File: src/rtl/gbp_pkg.sv
package gbp_pkg;

    // Width of the number, of the prime addends and of the trial divisor
    localparam int W = 10;

    // Cycle counter width of the remainder unit (counts 0 .. W-1)
    localparam int CNT_W = $clog2(W);

    // Cap on the pairs listed for one number
    localparam int MAX_RESULTS = 40;
    localparam int COUNT_W     = $clog2(MAX_RESULTS + 1);

    typedef enum logic [2:0] {
        S_IDLE,
        S_CHECK,
        S_DIV,
        S_VERDICT,
        S_NEXT,
        S_FINISH
    } t_state;

endpackage

File: src/rtl/gbp_rem.sv
// Restoring remainder unit: one quotient bit per cycle.
module gbp_rem
    import gbp_pkg::*;
(
    input  logic         i_clk,
    input  logic         i_rst_n,
    input  logic         i_start,
    input  logic [W-1:0] i_dividend,
    input  logic [W-1:0] i_divisor,
    output logic         o_done,
    output logic [W-1:0] o_remainder
);

    logic             r_busy, n_busy;
    logic             r_done, n_done;
    logic [CNT_W-1:0] r_cnt, n_cnt;
    logic [W-1:0]     r_shift, n_shift;
    logic [W-1:0]     r_rem, n_rem;
    logic [W-1:0]     r_dsr, n_dsr;
    logic [W:0]       w_trial;

    assign w_trial = {r_rem, r_shift[W-1]};

    always_comb begin
        n_busy  = r_busy;
        n_done  = 1'b0;
        n_cnt   = r_cnt;
        n_shift = r_shift;
        n_rem   = r_rem;
        n_dsr   = r_dsr;
        if (i_start) begin
            n_busy  = 1'b1;
            n_cnt   = '0;
            n_shift = i_dividend;
            n_rem   = '0;
            n_dsr   = i_divisor;
        end else if (r_busy) begin
            // shift in the next dividend bit, subtract when it fits
            n_shift = {r_shift[W-2:0], 1'b0};
            if (w_trial >= {1'b0, r_dsr}) begin
                n_rem = W'(w_trial - {1'b0, r_dsr});
            end else begin
                n_rem = w_trial[W-1:0];
            end
            n_cnt = r_cnt + 1'b1;
            if (r_cnt == CNT_W'(W - 1)) begin
                n_busy = 1'b0;
                n_done = 1'b1;
            end
        end
    end

    always_ff @(posedge i_clk) begin
        if (!i_rst_n) begin
            r_busy <= 1'b0;
            r_done <= 1'b0;
            r_cnt  <= '0;
        end else begin
            r_busy <= n_busy;
            r_done <= n_done;
            r_cnt  <= n_cnt;
        end
        r_shift <= n_shift;
        r_rem   <= n_rem;
        r_dsr   <= n_dsr;
    end

    assign o_done      = r_done;
    assign o_remainder = r_rem;

endmodule

File: src/rtl/goldbach_pair_finder.sv
// Goldbach pair finder. Pulse start with a number while busy is low; the
// block then lists every split number = p + q with p <= q and both prime,
// in order of rising p, one beat per pair on o_strobe, with o_last on the
// final beat. An odd number, or one above MAX_NUMBER, gives a single beat
// with found low and odd_input set to the parity of the number; an even
// number with no split (0 and 2) gives a single beat with found low. Beats
// are shown for exactly one cycle and cannot be stalled, so the receiver
// must take every strobe. Each candidate is tested by trial division through
// one shared remainder unit; for each divisor the unit is loaded, works one
// bit per cycle, and the remainder is then acted on, and each candidate
// adds its own sequencing states. The run time of a number is set by the
// count of candidate and divisor pairs times the remainder unit's time per
// divisor. A single-beat answer for an odd or oversized number appears the
// cycle after acceptance and busy never rises. The pair list stops at
// MAX_RESULTS entries.
module goldbach_pair_finder
    import gbp_pkg::*;
#(
    parameter int MAX_NUMBER = 512
) (
    input  logic         i_clk,
    input  logic         i_rst_n,
    input  logic         start,
    output logic         busy,
    input  logic [W-1:0] i_number,
    output logic         o_strobe,
    output logic [W-1:0] o_smaller_prime,
    output logic [W-1:0] o_larger_prime,
    output logic         o_found,
    output logic         o_odd_input,
    output logic         o_last
);

    t_state r_state, n_state;

    logic [W-1:0]       r_number, n_number;
    logic [W-1:0]       r_p, n_p;          // candidate smaller addend
    logic [W-1:0]       r_val, n_val;      // value under primality test
    logic [W-1:0]       r_div, n_div;      // trial divisor
    logic [W:0]         r_sq, n_sq;        // r_div squared
    logic               r_phase, n_phase;  // low: testing p, high: testing q
    logic               r_prime, n_prime;
    logic               r_pend, n_pend;    // a found pair waits for its last flag
    logic [W-1:0]       r_pend_p, n_pend_p;
    logic [W-1:0]       r_pend_q, n_pend_q;
    logic [COUNT_W-1:0] r_count, n_count;

    logic               r_strobe, n_strobe;
    logic [W-1:0]       r_small, n_small;
    logic [W-1:0]       r_large, n_large;
    logic               r_found, n_found;
    logic               r_odd, n_odd;
    logic               r_last, n_last;

    logic               w_accept;
    logic               w_single;
    logic [W-1:0]       w_half;
    logic [W-1:0]       w_p_inc;
    logic               w_rem_start;
    logic               w_rem_done;
    logic [W-1:0]       w_rem;

    assign w_accept = start && (r_state == S_IDLE);
    assign w_single = i_number[0] || (i_number > W'(MAX_NUMBER));
    assign w_half   = {1'b0, r_number[W-1:1]};
    assign w_p_inc  = r_p + 1'b1;

    gbp_rem u_rem (
        .i_clk       (i_clk),
        .i_rst_n     (i_rst_n),
        .i_start     (w_rem_start),
        .i_dividend  (r_val),
        .i_divisor   (r_div),
        .o_done      (w_rem_done),
        .o_remainder (w_rem)
    );

    // Next state
    always_comb begin
        n_state = r_state;
        unique case (r_state)
            S_IDLE: begin
                if (w_accept && !w_single) begin
                    // p starts at 2; nothing to test when 2 > number/2
                    n_state = (i_number < W'(4)) ? S_FINISH : S_CHECK;
                end
            end
            S_CHECK: begin
                if (r_val < W'(2) || r_sq > {1'b0, r_val}) begin
                    n_state = S_VERDICT;
                end else begin
                    n_state = S_DIV;
                end
            end
            S_DIV: begin
                if (w_rem_done) begin
                    n_state = (w_rem == '0) ? S_VERDICT : S_CHECK;
                end
            end
            S_VERDICT: begin
                if (r_prime && !r_phase) begin
                    n_state = S_CHECK;
                end else if (r_prime && r_count == COUNT_W'(MAX_RESULTS - 1)) begin
                    n_state = S_FINISH;
                end else begin
                    n_state = S_NEXT;
                end
            end
            S_NEXT: begin
                n_state = (w_p_inc > w_half) ? S_FINISH : S_CHECK;
            end
            S_FINISH: begin
                n_state = S_IDLE;
            end
            default: n_state = S_IDLE;
        endcase
    end

    // Datapath and result beats
    always_comb begin
        n_number    = r_number;
        n_p         = r_p;
        n_val       = r_val;
        n_div       = r_div;
        n_sq        = r_sq;
        n_phase     = r_phase;
        n_prime     = r_prime;
        n_pend      = r_pend;
        n_pend_p    = r_pend_p;
        n_pend_q    = r_pend_q;
        n_count     = r_count;
        n_strobe    = 1'b0;
        n_small     = r_small;
        n_large     = r_large;
        n_found     = r_found;
        n_odd       = r_odd;
        n_last      = r_last;
        w_rem_start = 1'b0;
        unique case (r_state)
            S_IDLE: begin
                if (w_accept) begin
                    n_number = i_number;
                    n_p      = W'(2);
                    n_val    = W'(2);
                    n_div    = W'(2);
                    n_sq     = (W + 1)'(4);
                    n_phase  = 1'b0;
                    n_pend   = 1'b0;
                    n_count  = '0;
                    if (w_single) begin
                        // drop straight to a single flagged beat
                        n_strobe = 1'b1;
                        n_small  = '0;
                        n_large  = '0;
                        n_found  = 1'b0;
                        n_odd    = i_number[0];
                        n_last   = 1'b1;
                    end
                end
            end
            S_CHECK: begin
                if (r_val < W'(2)) begin
                    n_prime = 1'b0;
                end else if (r_sq > {1'b0, r_val}) begin
                    n_prime = 1'b1;
                end else begin
                    w_rem_start = 1'b1;
                end
            end
            S_DIV: begin
                if (w_rem_done) begin
                    if (w_rem == '0) begin
                        n_prime = 1'b0;
                    end else begin
                        // advance divisor: (d+1)^2 = d^2 + 2d + 1
                        n_div = r_div + 1'b1;
                        n_sq  = r_sq + {r_div, 1'b1};
                    end
                end
            end
            S_VERDICT: begin
                if (r_prime && !r_phase) begin
                    n_phase = 1'b1;
                    n_val   = r_number - r_p;
                    n_div   = W'(2);
                    n_sq    = (W + 1)'(4);
                end else if (r_prime) begin
                    // flush the previous pair; it is known not to be last
                    if (r_pend) begin
                        n_strobe = 1'b1;
                        n_small  = r_pend_p;
                        n_large  = r_pend_q;
                        n_found  = 1'b1;
                        n_odd    = 1'b0;
                        n_last   = 1'b0;
                    end
                    n_pend   = 1'b1;
                    n_pend_p = r_p;
                    n_pend_q = r_val;
                    n_count  = r_count + 1'b1;
                end
            end
            S_NEXT: begin
                n_p     = w_p_inc;
                n_val   = w_p_inc;
                n_div   = W'(2);
                n_sq    = (W + 1)'(4);
                n_phase = 1'b0;
            end
            S_FINISH: begin
                n_strobe = 1'b1;
                n_odd    = 1'b0;
                n_last   = 1'b1;
                n_found  = r_pend;
                n_small  = r_pend ? r_pend_p : '0;
                n_large  = r_pend ? r_pend_q : '0;
                n_pend   = 1'b0;
            end
            default: ;
        endcase
    end

    always_ff @(posedge i_clk) begin
        if (!i_rst_n) begin
            r_state  <= S_IDLE;
            r_strobe <= 1'b0;
            r_pend   <= 1'b0;
            r_phase  <= 1'b0;
            r_count  <= '0;
        end else begin
            r_state  <= n_state;
            r_strobe <= n_strobe;
            r_pend   <= n_pend;
            r_phase  <= n_phase;
            r_count  <= n_count;
        end
        r_number <= n_number;
        r_p      <= n_p;
        r_val    <= n_val;
        r_div    <= n_div;
        r_sq     <= n_sq;
        r_prime  <= n_prime;
        r_pend_p <= n_pend_p;
        r_pend_q <= n_pend_q;
        r_small  <= n_small;
        r_large  <= n_large;
        r_found  <= n_found;
        r_odd    <= n_odd;
        r_last   <= n_last;
    end

    assign busy            = (r_state != S_IDLE);
    assign o_strobe        = r_strobe;
    assign o_smaller_prime = r_small;
    assign o_larger_prime  = r_large;
    assign o_found         = r_found;
    assign o_odd_input     = r_odd;
    assign o_last          = r_last;

    // A pair beat splits the number it was found for, smaller addend first
    a_pair_sum: assert property (@(posedge i_clk) disable iff (!i_rst_n)
        (o_strobe && o_found) |->
            (({1'b0, o_smaller_prime} + {1'b0, o_larger_prime}) == {1'b0, r_number})
            && (o_smaller_prime <= o_larger_prime))
        else $error("pair beat does not split the number");

    // An odd-flagged beat is the only beat of its item and carries no pair
    a_odd_single: assert property (@(posedge i_clk) disable iff (!i_rst_n)
        (o_strobe && o_odd_input) |-> (o_last && !o_found))
        else $error("odd beat malformed");

    // Leaving the busy phase always delivers the closing beat
    a_close_beat: assert property (@(posedge i_clk) disable iff (!i_rst_n)
        $fell(busy) |-> (o_strobe && o_last))
        else $error("item ended without a last beat");

    // The remainder unit is only started from the test state
    a_rem_start: assert property (@(posedge i_clk) disable iff (!i_rst_n)
        w_rem_start |=> (r_state == S_DIV))
        else $error("remainder unit started out of sequence");

endmodule
File: config.mk
export PLATFORM = sky130hd
export DESIGN_NAME = goldbach_pair_finder
export DESIGN_NICKNAME = d
export VERILOG_FILES = /design/src/rtl/gbp_pkg.sv /design/src/rtl/gbp_rem.sv /design/src/rtl/goldbach_pair_finder.sv
export SDC_FILE = /design/constraint.sdc
export NUM_CORES = 1
export LEC_CHECK = 0
export BUFFER_PORTS_ARGS = -buffer_cell sky130_fd_sc_hd__buf_4
export CAP_MARGIN = 5
export CORE_MARGIN = 5
export CORE_UTILIZATION = 65
export DETAILED_ROUTE_END_ITERATION = 6
export PLACE_DENSITY_LB_ADDON = 0.2
export SETUP_SLACK_MARGIN = 0.15
export SYNTH_ARGS = -nofsm -noshare
export SYNTH_HDL_FRONTEND = slang
export SYNTH_SLANG_ARGS = --single-unit
export TNS_END_PERCENT = 1
File: constraint.sdc
create_clock -name i_clk -period 9.8 [get_ports i_clk]
set_input_delay 2.45 -clock i_clk [delete_from_list [all_inputs] [get_ports i_clk]]
set_output_delay 2.45 -clock i_clk [all_outputs]
set_load 0.005 [all_outputs]
=== After elaboration in Yosys (flattened, before gate mapping) ===
Index checks and enable logic that the tools add are counted.

* Eq/ne operators: 18
* $add $sub $neg: 7
* Bitwise gates (word level): 3
* Order comparisons: 6
* Multiplexer cells: 80
* Reduce and logical (&&, ||, !) cells: 30

{| class="wikitable"
|+ Operators by type and width
! kind !! number
|-
| 10-bit two-way mux || 18
|-
| 10-bit case mux with 3 select lines || 3
|-
| 11-bit two-way mux || 4
|-
| 11-bit case mux with 4 select lines || 1
|-
| 10-bit case mux with 4 select lines || 1
|-
| 1-bit two-way mux || 34
|-
| 10-bit by 1-bit adder with 10-bit output, second input constant || 2
|-
| 10-bit case mux with 2 select lines || 1
|-
| 10-bit subtractor || 2
|-
| 6-bit two-way mux || 3
|-
| 1-bit case mux with 3 select lines || 6
|-
| 2-bit != test, second input constant || 8
|-
| 3-bit two-way mux || 5
|-
| 3-bit case mux with 5 select lines || 1
|-
| 6-bit case mux with 2 select lines || 1
|-
| 4-bit AND reduction || 3
|-
| 11-bit adder || 1
|-
| 11-bit by 10-bit greater-or-equal comparator with 1-bit output || 1
|-
| 11-bit by 10-bit > comparator with 1-bit output || 1
|-
| 10-bit > comparator, second input constant || 1
|-
| 10-bit by 9-bit > comparator with 1-bit output || 1
|-
| 10-bit logical NOT || 1
|-
| 10-bit by 2-bit < comparator with 1-bit output, second input constant || 1
|-
| 10-bit by 3-bit < comparator with 1-bit output, second input constant || 1
|-
| 25 further kinds || 43
|}

* Word-level logic and storage cells: 168
* Input bits: 13
* Output and inout bits: 25
* Register bits: 143

=== Longest topological paths before layout ===
Gate-level depths: netlist of run 1.

* Depth after elaboration: 6
* Depth in mapped cells: 11
* Mapped depth without buffers: 11

=== By module ===
From an unflattened synthesis of run 1, not the netlist that was laid out.

* Cells, all modules: 685
* Area total of the unflattened synthesis: 7567.3 um2

{| class="wikitable"
|+ Modules (own cells, without submodules)
! module !! cells an instance !! instances !! area each (um2) !! seq. area each (um2)
|-
| goldbach_pair_finder || 499 || 1 || 5634.2 || 3093.0
|-
| gbp_rem || 186 || 1 || 1933.1 || 920.9
|}

=== Least setup slack after synthesis of run 1 ===
No wires, ideal clock.

* Path type: input -> register
* Start point: input start
* End point: register r_div[0] (enable)
* Stages on the path: 2
* Library setup time: 514 ps
* Data required time: 9286 ps
* Setup slack: 3388 ps
* Path buffers: 0
* Data arrival time: 5898 ps
* Cells stage by stage: nor3_1 -> a2111oi_0

* Word-level cells in the longest chain between the ends: 3

{| class="wikitable"
|+ RTL lines
! element !! line !! RTL
|-
| start: declaration || goldbach_pair_finder.sv:23 || <nowiki>input logic start,</nowiki>
|-
| 1-bit logical AND || goldbach_pair_finder.sv:63 || <nowiki>assign w_accept = start && (r_state == S_IDLE);</nowiki>
|-
| 2-bit != test (no line) || -- ||
|-
| 5-bit AND reduction (no line) || -- ||
|-
| end signal: assignment || goldbach_pair_finder.sv:240 || <nowiki>r_div <= n_div;</nowiki>
|-
| end: declaration || goldbach_pair_finder.sv:39 || <nowiki>logic [W-1:0] r_div, n_div;</nowiki>
|}

Every way passes these cells.
A chain may end at the register's enable or synchronous reset.

=== Worst setup path after layout of run 1 ===
* Start point: register r_state[0]
* End point: output busy

* Word-level cells in the longest chain between the ends: 1

{| class="wikitable"
|+ RTL lines
! element !! line !! RTL
|-
| start: declaration || goldbach_pair_finder.sv:34 || <nowiki>t_state r_state, n_state;</nowiki>
|-
| start signal: assignment || goldbach_pair_finder.sv:231 || <nowiki>r_state <= n_state;</nowiki>
|-
| 3-bit nonzero test || goldbach_pair_finder.sv:252 || <nowiki>assign busy = (r_state != S_IDLE);</nowiki>
|-
| end: declaration || goldbach_pair_finder.sv:24 || <nowiki>output logic busy,</nowiki>
|}

Every way passes these cells.

==> results by group, run 1 <==
Run status
  – Outcome: completed

Synth
  – Post-synthesis sequential area ratio: 53.8%
  – Synth warnings: 0
  – Async set-reset flop share out of synthesis: 0%
  – Syn_nets: 732
  – Post-synth EDFFs: 115
  – Mapped Cells: ~660
  – Syn avg cell area: 11.2 um^2
  – Synthesized cell area: 7470 um^2
  – Register bit total from synthesis: about 140
  – Distinct cells, synth: 66
  – Ys flop type: edfxtp_1

Floorplan
  – # rows: 39
  – Die X: approximately 120 um
  – Core Footprint: 11,300 um^2
  – Die Y: 117 um
  – Die Area: roughly 14,000 um^2
  – Starting Density: 66.0%
  – # IOs: 38

Worst setup path
  – CP Data Arrival Time: ~1.6 ns
  – Worst Setup End Kind: primary output
  – R2R Path End: r_prime$_SDFFCE_PP0P_
  – Crit path kind: register to primary output
  – Reg2Reg Launch Point: r_val[6]$_DFFE_PP_
  – Worst path cell trace: or3_1 > buf_4
  – WP data required: between 7 and 8 ns
  – CP Launch Type: register
  – Crit Path Max Fanout: 17
  – CP max stage delay: roughly 0.54 ns
  – Reg2Reg Depth: 8
  – Slowest CP cell: or3_1
  – Reg-to-reg setup timing slack: ~6.5 ns

Cells and area
  – Fill count: 783
  – Multi-input gate area: 3130 um^2
  – Fin nets: 770
  – Post-route cell area: 8420 um^2
  – Diode count: 0
  – Layout cell share with drive strength beyond 1: around 14%
  – Most common cell after layout, fill and taps aside: edfxtp_1
  – Commonest non-fill, non-tap cells in the layout: edfxtp_1, nor2_1, inv_1, ha_1, buf_4
  – Storage element area: between 4000 and 5000 um^2
  – Layout area overhead: 12.8%

Min path
  – Hold Crit Class: register to register
  – Hold path cells: 0
  – Hold EP: r_pend_q[1]$_DFFE_PP_
  – Hold Crit Start: r_val[1]$_DFFE_PP_

Clock tree
  – Number of CTS-inserted buffers: 17
  – Hold_buf cts: 0
  – Clk_lat worst skew: 0.42 ns
  – Post-CTS Setup Inserts: 0
  – Root Driver: clkbuf_16
  – Depth of the CTS H-tree: 4
  – Sink Count: 143
  – Post_cts resized: 0
  – Worst-path clk slew: 0.07 ns
  – CTS tree: yes
  – Clock tree buffer depth: 2

GRT
  – Total gr overflow: 0
  – Number of global-route vias before repair: 5,080
  – Global-route wire length before repair: 24,500 um
  – Number of antenna violations at the first check in global routing: 0
  – Largest net degree at the start of global routing: 30
  – GR Util All Layers: a little under a quarter

Route
  – Initial drt markers: 305
  – Drt total wl: 14,700 um
  – WL met2: 7120 um
  – Vias: 5,185
  – Vias per cell: ~6.0
  – Wire per inst: 17.1 um
  – Metal1 wirelength: 6410 um
  – Met3 wire len: 792 um
  – Drt pass-1 iters: 5
  – Antenna viol nets, final: 0
  – # DRC: 0
  – Max Used Layer: met4

Place
  – PortBufs: 37
  – Placer Congestion: 0.870
  – DP HPWL: 10,800 um
  – Pre-CTS WS: 5.71 ns
  – Cell Area, Placed: 7830 um^2

Timing
  – RSZ-0062 raised after global routing: no
  – Slew Limit Fails: 0
  – Least-Margin Pin Slew: 1.07 ns
  – Final worst setup slack: 5.73 ns
  – Clk_skew: 0.00698 ns
  – Final setup violation count: 0
  – Setup TNS: 0 ns
  – Fmax: 246 MHz
  – Fin. Hold Viols: 0
  – Slew margin rel.: 28.5%
  – Min Tclk post-route: between 4 and 5 ns
  – Tcrit/Tclk final: 41.5%

Pwr
  – Total Power: 2.31 mW
  – Pwr/cell area: 275 nW/um^2
  – Max VDD drop: roughly 0.15 mV
  – Leakage: 3.40 nW

Job
  – Total of max-cap violations: 0
[metrics by stage]
stage	hold slack, ns	cells	util [%]
2_1_floorplan	0.446	664	-
3_3_place_gp	0.483	826	69.1
3_5_place_dp	0.486	826	69.1
4_1_cts	0.508	858	74.4
5_1_grt	0.532	858	74.4
6_report	0.513	858	74.4
[worst max-delay path by stage]
stage,start,end,slack (ns)
global route,r_state[0]$_SDFFE_PN0P_,busy,5.64
floorplan,start,r_div[0]$_SDFFCE_PN0P_,3.39
CTS,r_state[0]$_SDFFE_PN0P_,busy,5.73
detailed placement,i_number[5],o_strobe$_SDFF_PN0_,5.71
finish,r_state[0]$_SDFFE_PN0P_,busy,5.73
global placement,i_number[5],o_strobe$_SDFF_PN0_,5.73
[cells by family (layout without fill, tap and decap cells)]
kind of cell | count (synthesis) | in the layout | synth area share (%)
adder cells (fa/ha/maj) | 55 | 55 | 9.52
AO/OA/AOI/OAI | 121 | 121 | 10.9
multiplexers | 11 | 11 | 1.68
XOR/XNOR | 41 | 41 | 4.81
flip-flops | 143 | 143 | 53.8
AND/OR/NAND/NOR | 216 | 216 | 14.9
buffers and inverters | 77 | 128 | 4.39
[routing by layer]
layer / vias to the layer above / global-route usage (%)
met3: 28 / 5.14
li1: 2484 / -
met2: 152 / 38.1
met5: - / 0
met4: 0 / 10.1
met1: 2521 / 30.2
[power breakdown]
group | switching, mW | internal, mW | leakage (nW)
registers | 0.112 | 0.812 | 1.32
logic | 0.433 | 0.327 | 1.79
clock network | 0.285 | 0.342 | 0.291
total | 0.830 | 1.48 | 3.40
[synthesized netlist by cell type, types with 3 or more instances]
| master | count | area (um^2) |
|---|---|---|
| a311oi_1 | 5 | 43.8 |
| a21oi_1 | 21 | 105 |
| o31ai_1 | 3 | 22.5 |
| nand2_1 | 32 | 120 |
| a21boi_0 | 3 | 22.5 |
| edfxtp_1 | 115 | 3450 |
| a21o_1 | 11 | 82.6 |
| nor2b_1 | 16 | 100 |
| mux2_2 | 8 | 90.1 |
| o21a_1 | 6 | 45.0 |
| nand3_1 | 16 | 80.1 |
| a31oi_1 | 5 | 31.3 |
| or2_2 | 4 | 25.0 |
| nor4_1 | 4 | 25.0 |
| a211oi_1 | 11 | 82.6 |
| buf_6 | 3 | 33.8 |
| and3_2 | 4 | 30.0 |
| nor3_1 | 14 | 70.1 |
| and2_1 | 26 | 163 |
| dfxtp_1 | 28 | 561 |
| nand4_1 | 12 | 75.1 |
| xnor2_1 | 21 | 184 |
| o22ai_1 | 6 | 37.5 |
| ha_1 | 52 | 651 |
| fa_1 | 3 | 60.1 |
| clkbuf_1 | 13 | 48.8 |
| o21bai_1 | 3 | 22.5 |
| o21ai_0 | 26 | 130 |
| nor2_1 | 57 | 214 |
| or3_1 | 6 | 37.5 |
| xor2_1 | 20 | 175 |
| o211ai_1 | 4 | 30.0 |
| inv_1 | 57 | 214 |
| and3_1 | 8 | 50.1 |
| nand2b_1 | 6 | 37.5 |
[flip-flops by register name (all words and copies together), names as in the netlist, 6 cells and up]
signal / flops
o_larger_prime: 10
r_p: 10
r_sq: 11
r_div: 10
r_number: 10
r_pend_p: 10
o_smaller_prime: 10
u_rem.r_shift: 10
r_val: 10
r_count: 6
u_rem.r_dsr: 10
u_rem.o_remainder: 10
r_pend_q: 10
[critical path, delay by kind of cell (launching register included)]
kind | cells | cell delay, ns
AND/OR/NAND/NOR | 1 | 0.54
flip-flops | 1 | 0.47
buffers and inverters | 1 | 0.18
[final cells by class]
class	instances	area share (%)
timing repair buffer	38	3.39
inverter	58	2.59
tap	143	2.13
clock buffer	17	5.05
sequential	143	47.7
clock inverter	15	1.98
multi-input combinational	444	37.2
(Power assumes the default switching activity.)
==> run 2: changes to the inputs <==
Settings changed: CORE_UTILIZATION 65 to 56.
Clock period 9.8 ns to 3.5 ns, I/O delays scaled along.
==> run 2 against run 1 <==
Against the previous run: total power rose to 2.8 times the previous value; global-route usage fell by 3.9 points; via count rose by 0.23%; clock-buffer cell count did not move; sequential share of layout area fell by 0.30 points; critical endpoint is now u_rem.r_shift[4]$_DFFE_PP_; critical path type is now register to register; non-clock buffer count rose by 4; first-iteration DRC count rose by 26%; clock skew barely moved.
==> results by group, run 2 (same netlist as run 1, synthesis figures left out) <==
Run status
  – Outcome: completed

Route
  – Vias per cell: 5.81 (-3.9%)
  – Initial drt markers: 383 (+26%)
  – Vias: 5,197 (+0.23%)
  – Drt pass-1 iters: 5 (unchanged)
  – Antenna viol nets, final: 0 (unchanged)
  – Drt total wl: 15,100 um (+2.6%)
  – # DRC: 0 (unchanged)
  – Wire per inst: 16.9 um (-1.6%)

Cells and area
  – Fin nets: 774 (+0.52%)
  – Diode count: 0 (unchanged)
  – Layout area overhead: 13.5%
  – Commonest non-fill, non-tap cells in the layout: edfxtp_1, nor2_1, inv_1, ha_1, buf_4
  – Most common cell after layout, fill and taps aside: edfxtp_1
  – Multi-input gate area: 3140 um^2 (+0.40%)
  – Max FFs per register: 11 (unchanged)
  – Post-route cell area: 8470 um^2 (+0.62%)
  – Fill count: 1,024 (+31%)
  – Layout cell share with drive strength beyond 1: 14.0% (+0.34 points)
  – Biggest register: r_sq
  – Storage element area: 4010 um^2 (unchanged)

Pwr
  – Pwr/cell area: 762 nW/um^2 (+180%)
  – Max VDD drop: 0.349 mV (+130%)
  – Leakage: 3.40 nW (about the same)

Clock tree
  – CTS tree: yes
  – Post-CTS Setup Inserts: 0 (unchanged)
  – Number of CTS-inserted buffers: 17 (unchanged)
  – Post_cts resized: 0 (unchanged)
  – Clk_lat worst skew: 0.41 ns (about the same)
  – Sink Count: 143 (unchanged)
  – Depth of the CTS H-tree: 4 (unchanged)
  – Clock tree buffer depth: 2 (unchanged)
  – Root Driver: clkbuf_16
  – Hold_buf cts: 0 (unchanged)
  – Worst-path clk slew: 0.06 ns (about the same)

Timing
  – RSZ-0062 raised after global routing: no
  – Min Tclk post-route: ~2.8 ns
  – Setup TNS: 0 ns (unchanged)
  – Fin. Hold Viols: 0 (unchanged)
  – Slew margin rel.: 28.5% (about the same)
  – Least-Margin Pin Slew: 1.07 ns (-0.000206 ns)
  – Final setup violation count: 0 (unchanged)
  – Slew Limit Fails: 0 (unchanged)
  – Fmax: 355 MHz
  – Tcrit/Tclk final: 80.6%
  – Clk_skew: 0.00715 ns (+0.000166 ns)

Worst setup path
  – Crit path kind: register to register
  – Slowest CP cell: or2b_1
  – Reg-to-reg setup timing slack: 0.68 ns (-5.84 ns)
  – Worst path cell trace: inv_1 > ha_1 > and3_1 > a221oi_1 > a211oi_1 > or3_1 > buf_4 > or2b_1
  – WP data required: 3.57 ns (-3.78 ns)
  – CP max stage delay: 0.44 ns (-0.10 ns)
  – CP Launch Type: register
  – Worst Setup End Kind: register
  – Crit Path Max Fanout: 18 (+1)
  – Top Family by Delay on Critical Path: simple AND/OR/NAND/NOR gates
  – Worst path bufs/invs: 2 (+1)
  – CP Data Arrival Time: 2.89 ns (+1.27 ns)

Job
  – Total of max-cap violations: 0 (unchanged)

Floorplan
  – # rows: 42 (+7.7%)
  – Die Y: 125 um (+7.1%)
  – Die X: 125 um (+7.1%)
  – # IOs: 38 (unchanged)
  – Core Footprint: 13,100 um^2 (+16%)
  – Starting Density: 56.8% (-9.1 points)
  – Die Area: 15,700 um^2 (+15%)

Place
  – Placer Congestion: 0.881 (+1.3%)
  – DP HPWL: 11,100 um (+3.2%)
  – PortBufs: 37 (unchanged)
  – Cell Area, Placed: 7910 um^2 (+1.1%)

Min path
  – Hold Crit Class: register to register

GRT
  – Number of antenna violations at the first check in global routing: 0 (unchanged)
  – Global-route wire length before repair: 24,600 um (+0.59%)
  – Largest net degree at the start of global routing: 30 (unchanged)
  – Number of global-route vias before repair: 5,056 (-0.47%)
  – GR Util All Layers: 19.5% (-3.9 points)
  – Total gr overflow: 0 (unchanged)
run 2: worst register-to-register path, cell delays in order (launching register included):
cell      delay [ns]
edfxtp_1        0.42
inv_1           0.07
ha_1            0.30
and3_1          0.20
a221oi_1        0.30
a211oi_1        0.14
or3_1           0.37
buf_4           0.22
or2b_1          0.45
run 2: metrics by stage:
| step | power, mW | hold WS (ns) | worst slack, ns | util [%] | instances |
|---|---|---|---|---|---|
| floorplan | 4.16 | 0.446 | 0.351 | - | 664 |
| global placement | 4.66 | 0.488 | 0.816 | 60.2 | 863 |
| detailed placement | 4.75 | 0.504 | 0.715 | 60.2 | 863 |
| CTS | 6.46 | 0.518 | 0.699 | 64.5 | 895 |
| global route | 6.85 | 0.530 | 0.514 | 64.5 | 895 |
| finish | 6.46 | 0.517 | 0.680 | 64.5 | 895 |
run 2: worst paths after layout:
check                                                    end             startpoint  depth (start not counted)
worst max-delay path              u_rem.r_shift[4]$_DFFE_PP_     r_val[4]$_DFFE_PP_                          8
worst min-delay path            o_smaller_prime[3]$_DFFE_PP_  r_pend_p[3]$_DFFE_PP_                          1
worst max register to register    u_rem.r_shift[4]$_DFFE_PP_     r_val[4]$_DFFE_PP_                          8
worst min register to register  o_smaller_prime[3]$_DFFE_PP_  r_pend_p[3]$_DFFE_PP_                          1
run 2: where the power goes:
| group | switching, mW | leakage, nW | internal, mW | total [mW] |
|---|---|---|---|---|
| Combinational | 1.24 | 1.81 | 0.930 | 2.17 |
| Sequential | 0.318 | 1.32 | 2.28 | 2.59 |
| Clock | 0.708 | 0.270 | 0.985 | 1.69 |
run 2: layout make-up:
type | count | area share [%]
multi-input combinational | 444 | 37.1
inverter | 58 | 2.57
clock inverter | 15 | 1.60
tap | 176 | 2.60
timing repair buffer | 42 | 3.72
clock buffer | 17 | 5.02
sequential | 143 | 47.4
run 2: per-layer routing:
| metal | part of all wire [%] | GRT usage, % | up-vias | wire length [um] |
|---|---|---|---|---|
| met1 | 45 | 25.7 | 2505 | 6800 |
| li1 | - | - | 2502 | - |
| met2 | 48 | 32.1 | 166 | 7170 |
| met5 | 0 | 0 | - | 0 |
| met3 | 5.4 | 3.84 | 24 | 811 |
| met4 | 2.0 | 7.02 | 0 | 308 |
